`src/rtl/sf_pkg.sv`:
```
// sf_pkg: shared types and constants of the 3x3 sharpen filter
// no dependencies; used by the interfaces and every rtl module but sf_line_store

package sf_pkg;

  // configuration port
  localparam int CFG_IDX_W  = 1;
  localparam int CFG_DATA_W = 13;

  localparam logic [CFG_IDX_W-1:0] REG_IMAGE_WIDTH  = 1'b0;
  localparam logic [CFG_IDX_W-1:0] REG_IMAGE_HEIGHT = 1'b1;

  localparam logic [CFG_DATA_W-1:0] WIDTH_RESET  = 13'd640;
  localparam logic [CFG_DATA_W-1:0] HEIGHT_RESET = 13'd480;
  localparam logic [CFG_DATA_W-1:0] DIM_MIN      = 13'd3;
  localparam logic [CFG_DATA_W-1:0] MAX_HEIGHT   = 13'd4096;

  // pixel and coordinate widths
  localparam int CHAN_W  = 8;
  localparam int COORD_W = 12;
  localparam logic [CHAN_W-1:0] CHAN_MAX = 8'hff;

  // four channels, index 3 is alpha, 0 is blue
  typedef logic [3:0][CHAN_W-1:0] argb_t;

  typedef struct packed {
    logic [CHAN_W-1:0]  alpha;
    logic [CHAN_W-1:0]  red;
    logic [CHAN_W-1:0]  green;
    logic [CHAN_W-1:0]  blue;
    logic [COORD_W-1:0] column;
    logic [COORD_W-1:0] row;
    logic               frame_done;
  } result_t;

endpackage

```
`src/rtl/sf_lane.sv`:
```
// sf_lane: sharpen of one color channel, 5*center minus four neighbors, clamped
// depends on sf_pkg for the channel width

module sf_lane (
  input  logic [sf_pkg::CHAN_W-1:0] cen,
  input  logic [sf_pkg::CHAN_W-1:0] left,
  input  logic [sf_pkg::CHAN_W-1:0] right,
  input  logic [sf_pkg::CHAN_W-1:0] up,
  input  logic [sf_pkg::CHAN_W-1:0] down,
  output logic [sf_pkg::CHAN_W-1:0] res
);

  logic [10:0]        gain;
  logic [9:0]         nsum;
  logic signed [11:0] diff;

  // gain of five as shift plus add
  assign gain = {1'b0, cen, 2'b00} + {3'b000, cen};
  assign nsum = {2'b00, left} + {2'b00, right} + {2'b00, up} + {2'b00, down};
  assign diff = $signed({1'b0, gain}) - $signed({2'b00, nsum});

  // clamp to the channel range on both sides
  always_comb begin
    if (diff < 12'sd0) begin
      res = '0;
    end else if (diff > $signed({4'b0000, sf_pkg::CHAN_MAX})) begin
      res = sf_pkg::CHAN_MAX;
    end else begin
      res = diff[7:0];
    end
  end

endmodule

```
`config.mk`:
```
export PLATFORM = sky130hd
export DESIGN_NAME = sf_lane
export DESIGN_NICKNAME = d
export VERILOG_FILES = /design/src/rtl/sf_pkg.sv /design/src/rtl/sf_lane.sv
export SDC_FILE = /design/constraint.sdc
export NUM_CORES = 1
export LEC_CHECK = 0
export ABC_AREA = 1
export BUFFER_PORTS_ARGS = -buffer_cell sky130_fd_sc_hd__buf_2
export CAP_MARGIN = 20
export CORE_MARGIN = 2
export CORE_UTILIZATION = 30
export DETAILED_ROUTE_END_ITERATION = 6
export SYNTH_ARGS = -nofsm -noshare
export SYNTH_HDL_FRONTEND = slang
export SYNTH_SLANG_ARGS = --single-unit
export TNS_END_PERCENT = 10
```
`constraint.sdc`:
```
create_clock -name vclk -period 7.3
set_input_delay 2.19 -clock vclk [all_inputs]
set_output_delay 2.19 -clock vclk [all_outputs]
set_load 0.1 [all_outputs]
```
==> results of run 1 <==
[synth_stat cells, drive strengths merged]
library cell,number
a21o,1
nand3b,1
inv,87
a31oi,1
xor2,3
nand3,10
nand4,2
nand2,37
o21ai,1
xnor2,4
a211o,1
nor2,23
fa,30
ha,15
a21oi,8
or2,1
mux2i,1
nor3,1
[worst max-delay path, stage by stage]
cell and delay [ps]:
buf_6 100, fa_1 500, fa_1 540, inv_1 50, fa_1 510, inv_2 50, ha_4 310, nand2_4 60
inv_2 50, nand2_1 40, nand2_1 80, nand2_2 70, nand3_2 70, nand2_1 60, nand2_2 80, nand3_4 210
nor2_4 180, nor2_4 60, buf_12 160
[worst max-delay path by stage]
stage / start / to / slack, ps / depth (start not counted)
2_1_floorplan: cen[2] / res[3] / -150 / 18
3_3_place_gp: cen[2] / res[6] / -400 / 20
3_5_place_dp: cen[2] / res[4] / -440 / 20
4_1_cts: right[4] / res[6] / -270 / 20
5_1_grt: down[1] / res[0] / -400 / 17
6_report: cen[5] / res[0] / -260 / 19
[repair_timing]
item | 4_1_cts | 5_1_grt
endpoints found under the setup margin | 8 | 8
endpoints found under the hold margin | 0 | 0
buffers inserted | 4 | 2
pin swaps | 47 | 28
gates resized for setup | 59 | 19
[routing by layer]
layer,share of wire [%],global-route usage [%]
met1,44,14.6
met2,53,23.4
met3,3.0,0.118
met4,0,0
met5,0,0
[stage by stage]
stage,utilization [%],cells,cell area [sq um],hold WS [ps]
final,49.6,362,2550,5090
after global routing,49.6,362,2550,5130
after floorplan,-,227,1790,4920
after detailed placement,43.6,356,2240,5090
after CTS,48.0,360,2460,5060
after global placement,43.6,356,2240,5090
[area by class of cell]
type | instances | area share [%]
Tap cell | 70 | 3.43
Timing Repair Buffer | 65 | 20.6
Multi-Input combinational cell | 140 | 63.1
Inverter | 87 | 12.8
[logic make-up (layout without fill, tap and decap cells)]
kind of cell	count (synthesis)	in the layout	synth area share, %
and+or+nand+nor	75	75	21.3
AOI/OAI and AO/OA	12	12	4.53
buffers and inverters	87	152	20.4
adders and majority gates	45	45	49.3
xor gates and xnor gates	7	7	3.83
muxes	1	1	0.626
==> results.py, run 1 <==
metrics = {
    "placed_design": {
        "dp_hpwl_um": 2890,
        "place_congestion": 0.775,
        "io_buffers": 48,
        "pre_cts_ws_ps": -438,
    },
    "synth": {
        "netlist_area_sq_mm": 0.00160,
        "syn-num-nets": 312,
        "ys_top_cells_by_area": "fa_1, inv_1, ha_1, nand2_1, nor2_1",
        "yosysWarnings": 0,
        "yosysUniqueCellTypes": 24,
        "synth.avg_cell_area_sq_um": 7.05,
        "postSynthCellCount": 227,
        "ys_seq_area_share_pct": 0,
        "yosysTopAreaCellShare_pct": 37.5,
        "synth_top_cell_by_area": "fa_1",
    },
    "sta": {
        "post-route-period-util_pct": 104,
        "max_slew_margin_pct": 76.0,
        "finalSetupViolCount": 8,
        "final.setup.tns_ps": -1970,
        "grt_setup_unrepaired": "true",
        "worst_slack_ps": -262,
        "fmax_ghz": 0.132,
        "tightestPinTransition_ps": 356,
        "slew_viol_final": 0,
        "hold_viol_final": 0,
        "fin_crit_ps": 7560,
    },
    "outcome": {
        "violations": "setup timing",
        "status": "finished, violations left",
    },
    "min_path": {
        "hold_class": "input port to primary output",
        "holdPathEnd": "res[0]",
        "worstHoldPathCells": 5,
        "min_from": "cen[0]",
    },
    "final_layout": {
        "regArea_sq_um": 0,
        "design.seq.count": 0,
        "layout_commonest_cell": "inv_1",
        "drive_gt1_share_pct": 46.6,
        "area_delta_synth_final_pct": 59.3,
        "fill_cells": 525,
        "layout_common_cells": "inv_1, buf_2, fa_1",
        "nets": 379,
        "clock_buffers": 0,
        "antenna_cells": 0,
        "multi_input_area_sq_mm": 0.00161,
    },
    "clock_tree": {
        "hold_buffers": 0,
    },
    "critical_path": {
        "path_max_fanout": 8,
        "worst-setup-path-type": "input port to primary output",
        "cp-end-kind": "primary output",
        "cp.required_ps": 5110,
        "crit_arrival_ps": 5370,
        "start_kind": "input port",
    },
    "global_routing": {
        "grt.total_usage_pct": 11.6,
        "grt_pass1_wl_um": 5990,
        "grt_antenna_before_repair": 0,
        "grt_pass1_vias": 1503,
        "grt_max_degree": 9,
        "grt-ovfl-total": 0,
    },
    "die": {
        "rows": 26,
        "core-area_sq_mm": 0.00514,
        "die-width_um": 77.0,
        "fp.dieH_um": 77.0,
        "io_pins": 48,
        "initial_core_util_pct": 31.1,
        "dieArea_sq_mm": 0.00593,
    },
    "job": {
        "max-cap-violations": 0,
    },
    "routing": {
        "avgViaCountPerCell": 4.12,
        "postRouteAntennaNets": 0,
        "totalWireLength_um": 3230,
        "num_vias": 1491,
        "first_pass_iters": 4,
        "wl_per_cell_um": 8.92,
        "drcViolationCount": 0,
        "drt_iter0_markers": 28,
    },
}
Power of run 1 is left out: the tool's default activity adds up to more than one toggle a clock period on the data nets, which glitch-free logic cannot reach.
==> run 2: changes to the inputs <==
Settings changed: REMOVE_ABC_BUFFERS set to 1, SLEW_MARGIN set to 15.
==> results.py, run 2 (synthesized netlist as in run 1, its figures left out) <==
metrics = {
    "outcome": {
        "status": "finished, violations left",
        "violations": "setup timing",
    },
    "final_layout": {
        "clock_buffers": 0,
        "drive_gt1_share_pct": 48.0,
        "nets": 381,
        "design_area_sq_mm": 0.00251,
        "antenna_cells": 0,
        "layout_commonest_cell": "inv_1",
        "regArea_sq_um": 0,
        "design.seq.count": 0,
        "area_delta_synth_final_pct": 56.8,
        "final_util_pct": 48.8,
        "layout_common_cells": "inv_1, buf_2, fa_1",
    },
    "placed_design": {
        "placed_cell_area_sq_mm": 0.00215,
        "io_buffers": 48,
        "place_congestion": 0.762,
        "dp_hpwl_um": 2990,
        "pre_cts_ws_ps": -487,
    },
    "critical_path": {
        "start_kind": "input port",
        "crit_arrival_ps": 5310,
        "crit_chain": "buf_2 > buf_4 > ha_1 > fa_1 > inv_1 > fa_1 > inv_2 > fa_2 > nand3_2 > nand3_2 > nand3_2 > nand2_1 > nand2_1 > nand2_2 > nand3_4 > nor2_2 > nor2_2 > buf_12",
        "path_max_fanout": 8,
        "crit_buf_inv": 5,
        "worst-setup-path-type": "input port to primary output",
        "cpMaxStageDelayCell": "fa_1",
        "crit_family": "adder cells",
        "crit_path_frequent_cell": "nand3_2",
        "cp-end-kind": "primary output",
        "cp.required_ps": 5110,
        "cp_slowest_stage_delay_ps": 540,
    },
    "power_and_ir_drop": {
        "power.leakage_nw": 1.38,
        "p_per_area_mw_per_mm2": 464,
        "irDropWorstVdd_mv": 0.192,
    },
    "routing": {
        "drt_iter0_markers": 30,
        "wl_per_cell_um": 9.44,
        "totalWireLength_um": 3440,
        "first_pass_iters": 4,
        "num_vias": 1501,
        "drcViolationCount": 0,
        "avgViaCountPerCell": 4.12,
        "postRouteAntennaNets": 0,
    },
    "job": {
        "max-cap-violations": 0,
    },
    "global_routing": {
        "grt.total_usage_pct": 13.0,
        "grt_pass1_wl_um": 6730,
        "grt_max_degree": 9,
        "grt-ovfl-total": 0,
        "grt_pass1_vias": 1639,
        "grt_antenna_before_repair": 0,
    },
    "sta": {
        "tightestPinTransition_ps": 376,
        "grt_setup_unrepaired": "true",
        "finalSetupViolCount": 8,
        "hold_viol_final": 0,
        "fmax_ghz": 0.133,
        "max_slew_margin_pct": 74.6,
        "post-route-period-util_pct": 103,
        "holdWs_ps": 5100,
        "slew_viol_final": 0,
        "fin_crit_ps": 7500,
        "worst_slack_ps": -195,
    },
    "die": {
        "fp.dieH_um": 77.0,
        "io_pins": 48,
        "die-width_um": 77.0,
        "core-area_sq_mm": 0.00514,
        "rows": 26,
        "initial_core_util_pct": 31.1,
        "dieArea_sq_mm": 0.00593,
    },
    "min_path": {
        "hold_class": "input port to primary output",
    },
    "clock_tree": {
        "hold_buffers": 0,
    },
}
run 2: final timing paths:
path  startpoint  endpoint  slack, ps  cells after the start
min       cen[0]    res[0]       5100                      5
max       cen[1]    res[2]       -200                     18
run 2: power breakdown:
group / switching [mW] / internal, mW
Clock: 0 / 0
Combinational: 0.672 / 0.493
Sequential: 0 / 0
run 2: tightest hold or removal path, cell delays in order:
cell and delay, ps:
buf_2 190, ha_1 180, nor2_2 40, nor2_2 120
buf_12 190
run 2: what timing repair did:
action,CTS,global route
gates cloned,0,0
buffers inserted,5,0
resized for setup,78,1
pin swaps,53,1
endpoints found under the setup margin,8,8
run 2: area by class of cell:
| cell class | instances | area (sq um) |
|---|---|---|
| inverters | 87 | 327 |
| repair buffers | 67 | 553 |
| fillers | 536 | 2630 |
| multi-input cells | 140 | 1540 |
| well taps | 70 | 87.6 |
run 2: metal layers:
layer  up-vias  global-route usage (%)  routed length (um)
li1        777                       -                   -
met3         0                   0.235                  89
met4         0                       0                   0
met1       697                    16.2                1470
met5         -                       0                   0
met2        27                    26.5                1880
run 2: metrics by stage:
step	std cells	power, mW	setup TNS, ps
after floorplan	227	0.616	-8670
after global placement	359	0.895	-3600
after detailed placement	359	0.903	-3780
after CTS	364	1.17	-1380
after global routing	364	1.28	-3040
final	364	1.16	-1360
(Power assumes the default switching activity.)
