$ cat config.mk
export PLATFORM = sky130hd
export DESIGN_NAME = sf_out_skid_flat
export DESIGN_NICKNAME = d
export VERILOG_FILES = /design/src/rtl/sf_pkg.sv /design/src/rtl/sf_if.sv /design/src/rtl/sf_out_skid.sv /design/src/flat_wrapper.sv
export SDC_FILE = /design/constraint.sdc
export NUM_CORES = 1
export LEC_CHECK = 0
export ABC_AREA = 0
export BUFFER_PORTS_ARGS = -buffer_cell sky130_fd_sc_hd__buf_2
export CAP_MARGIN = 25
export CORE_MARGIN = 4
export CORE_UTILIZATION = 46
export CTS_BUF_LIST = sky130_fd_sc_hd__clkbuf_4
export DETAILED_ROUTE_END_ITERATION = 7
export PLACE_DENSITY = 0.83
export SLEW_MARGIN = 20
export SYNTH_ARGS = -nofsm -noshare
export SYNTH_HDL_FRONTEND = slang
export SYNTH_SLANG_ARGS = --single-unit
$ cat constraint.sdc
create_clock -name clk -period 11.8 [get_ports clk]
set_clock_uncertainty 0.05 [all_clocks]
set_input_delay 0.59 -clock clk [delete_from_list [all_inputs] [get_ports clk]]
set_output_delay 0.59 -clock clk [all_outputs]
set_load 0.02 [all_outputs]
$ cat src/rtl/sf_pkg.sv
// sf_pkg: shared types and constants of the 3x3 sharpen filter
// no dependencies; used by the interfaces and every rtl module but sf_line_store

package sf_pkg;

  // configuration port
  localparam int CFG_IDX_W  = 1;
  localparam int CFG_DATA_W = 13;

  localparam logic [CFG_IDX_W-1:0] REG_IMAGE_WIDTH  = 1'b0;
  localparam logic [CFG_IDX_W-1:0] REG_IMAGE_HEIGHT = 1'b1;

  localparam logic [CFG_DATA_W-1:0] WIDTH_RESET  = 13'd640;
  localparam logic [CFG_DATA_W-1:0] HEIGHT_RESET = 13'd480;
  localparam logic [CFG_DATA_W-1:0] DIM_MIN      = 13'd3;
  localparam logic [CFG_DATA_W-1:0] MAX_HEIGHT   = 13'd4096;

  // pixel and coordinate widths
  localparam int CHAN_W  = 8;
  localparam int COORD_W = 12;
  localparam logic [CHAN_W-1:0] CHAN_MAX = 8'hff;

  // four channels, index 3 is alpha, 0 is blue
  typedef logic [3:0][CHAN_W-1:0] argb_t;

  typedef struct packed {
    logic [CHAN_W-1:0]  alpha;
    logic [CHAN_W-1:0]  red;
    logic [CHAN_W-1:0]  green;
    logic [CHAN_W-1:0]  blue;
    logic [COORD_W-1:0] column;
    logic [COORD_W-1:0] row;
    logic               frame_done;
  } result_t;

endpackage

$ cat src/rtl/sf_if.sv


interface sf_res_if;
  logic                       valid;
  logic                       ready;
  logic [sf_pkg::CHAN_W-1:0]  alpha;
  logic [sf_pkg::CHAN_W-1:0]  red;
  logic [sf_pkg::CHAN_W-1:0]  green;
  logic [sf_pkg::CHAN_W-1:0]  blue;
  logic [sf_pkg::COORD_W-1:0] column;
  logic [sf_pkg::COORD_W-1:0] row;
  logic                       frame_done;

  modport source (output valid, alpha, red, green, blue, column, row, frame_done,
                  input ready);
  modport sink   (input valid, alpha, red, green, blue, column, row, frame_done,
                  output ready);
endinterface

$ cat src/rtl/sf_out_skid.sv
// sf_out_skid: output register plus one skid entry for finished results
// depends on sf_pkg (result_t) and sf_if (sf_res_if)

module sf_out_skid (
  input  logic            clk,
  input  logic            rst_n,
  input  logic            push,
  input  sf_pkg::result_t push_data,
  output logic            push_ready,
  sf_res_if.source        out
);

  logic            out_valid_r;
  sf_pkg::result_t out_data_r;
  logic            skid_valid_r;
  sf_pkg::result_t skid_data_r;
  logic            out_free;

  assign out_free   = !out_valid_r || out.ready;
  assign push_ready = !skid_valid_r;

  // control state
  always_ff @(posedge clk) begin
    if (!rst_n) begin
      out_valid_r  <= 1'b0;
      skid_valid_r <= 1'b0;
    end else if (out_free) begin
      out_valid_r  <= skid_valid_r || push;
      skid_valid_r <= 1'b0;
    end else if (push) begin
      skid_valid_r <= 1'b1;
    end
  end

  // payload
  always_ff @(posedge clk) begin
    if (out_free) begin
      out_data_r <= skid_valid_r ? skid_data_r : push_data;
    end else if (push) begin
      skid_data_r <= push_data;
    end
  end

  assign out.valid      = out_valid_r;
  assign out.alpha      = out_data_r.alpha;
  assign out.red        = out_data_r.red;
  assign out.green      = out_data_r.green;
  assign out.blue       = out_data_r.blue;
  assign out.column     = out_data_r.column;
  assign out.row        = out_data_r.row;
  assign out.frame_done = out_data_r.frame_done;

`ifndef NO_ASSERTIONS
  // the skid entry only fills behind a held output beat
  a_skid_behind_out: assert property (@(posedge clk) disable iff (!rst_n)
    skid_valid_r |-> out_valid_r)
    else $error("skid entry valid without output beat");

  // nothing is pushed while the skid entry is occupied
  a_no_push_when_full: assert property (@(posedge clk) disable iff (!rst_n)
    skid_valid_r |-> !push)
    else $error("result pushed into full skid buffer");

  // a stalled skid entry moves to the output as soon as it is taken
  a_skid_drains: assert property (@(posedge clk) disable iff (!rst_n)
    (skid_valid_r && out.ready) |=> (out_valid_r && !skid_valid_r))
    else $error("skid entry did not drain");
`endif

endmodule

$ cat src/flat_wrapper.sv
// flat-port wrapper written by rule: the top's interface ports become plain ports
module sf_out_skid_flat 
  (clk, rst_n, push, push_data, push_ready, out_valid, out_alpha, out_red, out_green, out_blue, out_column, out_row, out_frame_done, out_ready);
  sf_res_if out_i ();
  input  logic clk;
  input  logic rst_n;
  input  logic push;
  input  sf_pkg::result_t push_data;
  output logic push_ready;
  output wire logic [$bits(out_i.valid)-1:0] out_valid;
  output wire logic [$bits(out_i.alpha)-1:0] out_alpha;
  output wire logic [$bits(out_i.red)-1:0] out_red;
  output wire logic [$bits(out_i.green)-1:0] out_green;
  output wire logic [$bits(out_i.blue)-1:0] out_blue;
  output wire logic [$bits(out_i.column)-1:0] out_column;
  output wire logic [$bits(out_i.row)-1:0] out_row;
  output wire logic [$bits(out_i.frame_done)-1:0] out_frame_done;
  input wire logic [$bits(out_i.ready)-1:0] out_ready;
  assign out_valid = out_i.valid;
  assign out_alpha = out_i.alpha;
  assign out_red = out_i.red;
  assign out_green = out_i.green;
  assign out_blue = out_i.blue;
  assign out_column = out_i.column;
  assign out_row = out_i.row;
  assign out_frame_done = out_i.frame_done;
  assign out_i.ready = out_ready;
  sf_out_skid u_core (.clk(clk), .rst_n(rst_n), .push(push), .push_data(push_data), .push_ready(push_ready), .out(out_i));
endmodule
==> key figures <==
Critical path
  • Worst EP required: 11.16 ns
  • CP Launch Type: flop
  • Max stage delay cell, worst path: dfxtp_2
  • FF-to-FF Start: u_core.skid_valid_r
  • CP endpoint kind: output port
  • Worst Setup EP: push_ready
  • Worst Setup SP: u_core.skid_valid_r
  • RR Endpoint: u_core.out.alpha[7]
  • Delay-heaviest family, CP: flip-flops
  • Worst reg2reg path depth: 2
  • Worst Path Max Fanout: 31
  • CP Buf/Inv Count: 3
  • Critical Setup Path Class: flop to output port
  • Worst path max stage delay: 0.79 ns
  • Cells along the critical path: buf_4 > inv_1 > buf_2
  • Reg2reg setup slack: 9.77 ns
  • Levels on crit path: 3
  • Arrival time worst endpoint: 2.04 ns

Power and ir drop
  • Sw frac: 22.0%
  • Psw: 184 µW
  • Clock network fraction of design power: 34.0%
  • Reg power frac: 57.7%
  • Lkg Pwr: 0.00200 µW
  • Worst IR Drop VDD: 0.107 mV
  • Combinational Power Share: 8.3%
  • Internal power: 651 µW
  • PwrDens: 160 nW/µm²
  • Final Power: 835 µW

Logic synthesis
  • Register area share after synthesis: 81.7%
  • Post-synthesis mux area share: 15.9%
  • Mapped Area: 4240 µm²
  • Yosys reg bits: 116
  • Synth top area share: 80.8%
  • Syn Inst Count: 187
  • Library cells used by synthesis: 13
  • Syn avg cell area: 22.7 µm²
  • Yosys warning count: 0
  • Synth area leader: edfxtp_1
  • Compound-Gate Fraction of Synth Area: 0.177%
  • Syn_nets: 248
  • Xor and xnor area share after synthesis: 0%
  • Adder-cell share of the synthesized area: 0%
  • Simple-gate portion of the synthesized area: 0.502%
  • Synth top area cells: edfxtp_1 81%, mux2_2 13%, mux2_4 2.8%, dfxtp_1 0.94%, buf_12 0.47%
  • Largest family of logic cells by synthesized area: multiplexers

Die
  • Chip width: 104 µm
  • Initial Util: 47.9%
  • Core box area: 8850 µm²
  • Die ar.: 10800 µm²
  • # rows: 34
  • Die span in y: 104 µm
  • Top-Level Pins: 120

GRT
  • Vias in the first global route: 2304
  • Initial antenna violation count: 0
  • GR peak layer: met2
  • GR Overflow Total: 0
  • M1 GR Usage: 17.6%
  • GR Util met2: 22.1%
  • Met3 Use GR: 5.59%
  • First-pass GRT wire length: 11800 µm
  • Tot GR Track Use: 14.1%
  • Largest net degree at the start of global routing: 61

Timing
  • Tmin final: 2.68 ns
  • Fin Setup TNS: 0 ns
  • Worst-Margin Slew: 0.798 ns
  • Final setup viols: 0
  • Final number of max-transition violations: 0
  • Fmax: 373 MHz
  • Final hold slack: 0.257 ns
  • RSZ-0062 raised after global routing: false
  • Hold Vio Cnt, Final: 0
  • Period utilisation layout: 22.7%
  • Slew margin rel.: 46.8%

Placement
  • Gpl congestion: 0.717
  • Area after DPL: 4940 µm²
  • Final HPWL from detailed placement: 4840 µm
  • Input/output buffers: 119

Route
  • Avg WL per Cell: 16.6 µm
  • DRT Pass-1 Iters: 4
  • Iter 0 DRT Violations: 67
  • Vias/cell: 4.95
  • Via Count: 2182
  • Post-route antenna net violation count: 0
  • Drt drc: 0
  • Post-Route WL: 7340 µm

CTS
  • CTS tree: built
  • Htree depth: 4
  • Cts hold-fix bufs: 0
  • Root buf cell: clkbuf_4
  • Num CTS Buffers: 17
  • CTS-repair resized insts: 0
  • Clock Pin Slew Worst Setup and Hold Paths: 0.10 ns
  • Setup Fix Bufs, Post-CTS: 0
  • # clock sinks: 116
  • Worst-Skew Late Latency: 0.46 ns
  • Clock buffer depth: 2

Finish
  • Fillers: 688
  • Final nets: 382
  • Cell area after layout: 5220 µm²
  • Share of cells above drive strength 1: 62.8%
  • Syn-to-layout area delta: 23.1%
  • Fin util: 59.0%
  • Antenna cells: 0

Hold path
  • Hold crit path type: input pin to flop

Run
  • Max Cap Viol: 0

Run status
  • Status: complete, no violations
-- Yosys cell counts --
cell type and number:
mux2_4 8, buf_12 1, buf_8 1, buf_6 1, nor2_1 2, nand2b_1 1, inv_1 2, a21boi_0 1
mux2_2 49, nor3b_1 1, edfxtp_1 114, dfxtp_1 2, buf_2 4
-- area by class of cell --
| class | instances | area [µm²] | share of cell area, % |
|---|---|---|---|
| sequential | 116 | 3460 | 66.4 |
| timing repair buffer | 122 | 618 | 11.8 |
| inverter | 2 | 7.51 | 0.144 |
| tap | 108 | 135 | 2.59 |
| multi-input combinational | 62 | 711 | 13.6 |
| clock inverter | 12 | 139 | 2.66 |
| clock buffer | 19 | 143 | 2.73 |
-- through the flow --
stage / std cells / worst slack (ns)
3_3_place_gp: 410 / 9.39
6_report: 441 / 9.12
3_5_place_dp: 410 / 9.34
5_1_grt: 441 / 8.96
4_1_cts: 441 / 9.05
2_1_floorplan: 187 / 6.72
-- cell usage in the layout (no fill, tap or decap), types with 2 or more instances in the layout --
cell type	n
buf_2	119
buf_4	3
bufinv_16	3
clkbuf_4	19
clkinv_1	4
clkinv_2	2
clkinvlp_4	2
edfxtp_1	114
inv_1	2
mux2_2	49
mux2_4	8
-- power by group through the flow --
stage	Combinational (µW)	Clock, µW	Sequential (µW)
2_1_floorplan	19.2	0	511
6_report	69.6	284	482
5_1_grt	74.9	316	484
3_3_place_gp	68.8	0	490
4_1_cts	70.8	295	482
3_5_place_dp	70.4	0	491
-- state kept, by name, indices dropped and copies added (netlist names) --
register / cells
u_core.skid_valid_r: 1
u_core.out.frame_done: 1
u_core.skid_data_r: 57
u_core.out.red: 8
u_core.out.green: 8
u_core.out.blue: 8
u_core.out.valid: 1
u_core.out.alpha: 8
u_core.out.column: 12
u_core.out.row: 12
-- worst min-delay path by stage --
stage | start | endpoint | slack [ns] | cells past startpoint
2_1_floorplan | u_core.skid_data_r[53] | u_core.out.alpha[4] | 0.47 | 1
3_3_place_gp | u_core.skid_data_r[28] | u_core.out.blue[3] | 0.48 | 1
3_5_place_dp | u_core.skid_data_r[28] | u_core.out.blue[3] | 0.48 | 1
4_1_cts | push_data[34] | u_core.skid_data_r[34] | 0.20 | 1
5_1_grt | push_data[48] | u_core.skid_data_r[48] | 0.17 | 1
6_report | push_data[30] | u_core.skid_data_r[30] | 0.26 | 1
-- per-layer routing --
metal,routed length [µm],up-vias
li1,-,1014
met1,3230,1066
met2,3550,94
met3,479,8
met4,75,0
met5,0,-
-- worst reg2reg max path: cells and delay by family (launching register included) --
family,cells,cell delay [ns]
DFF,1,0.79
buffers and inverters,1,0.53
muxes,1,0.41
-- kinds of logic (layout without fill, tap and decap cells) --
kind of cell,after synthesis,count (layout)
AO/OA/AOI/OAI,1,1
buffers and inverters,9,155
AND/OR/NAND/NOR,4,4
multiplexers,57,57
flip-flops,116,116
(Power assumes the default switching activity.)
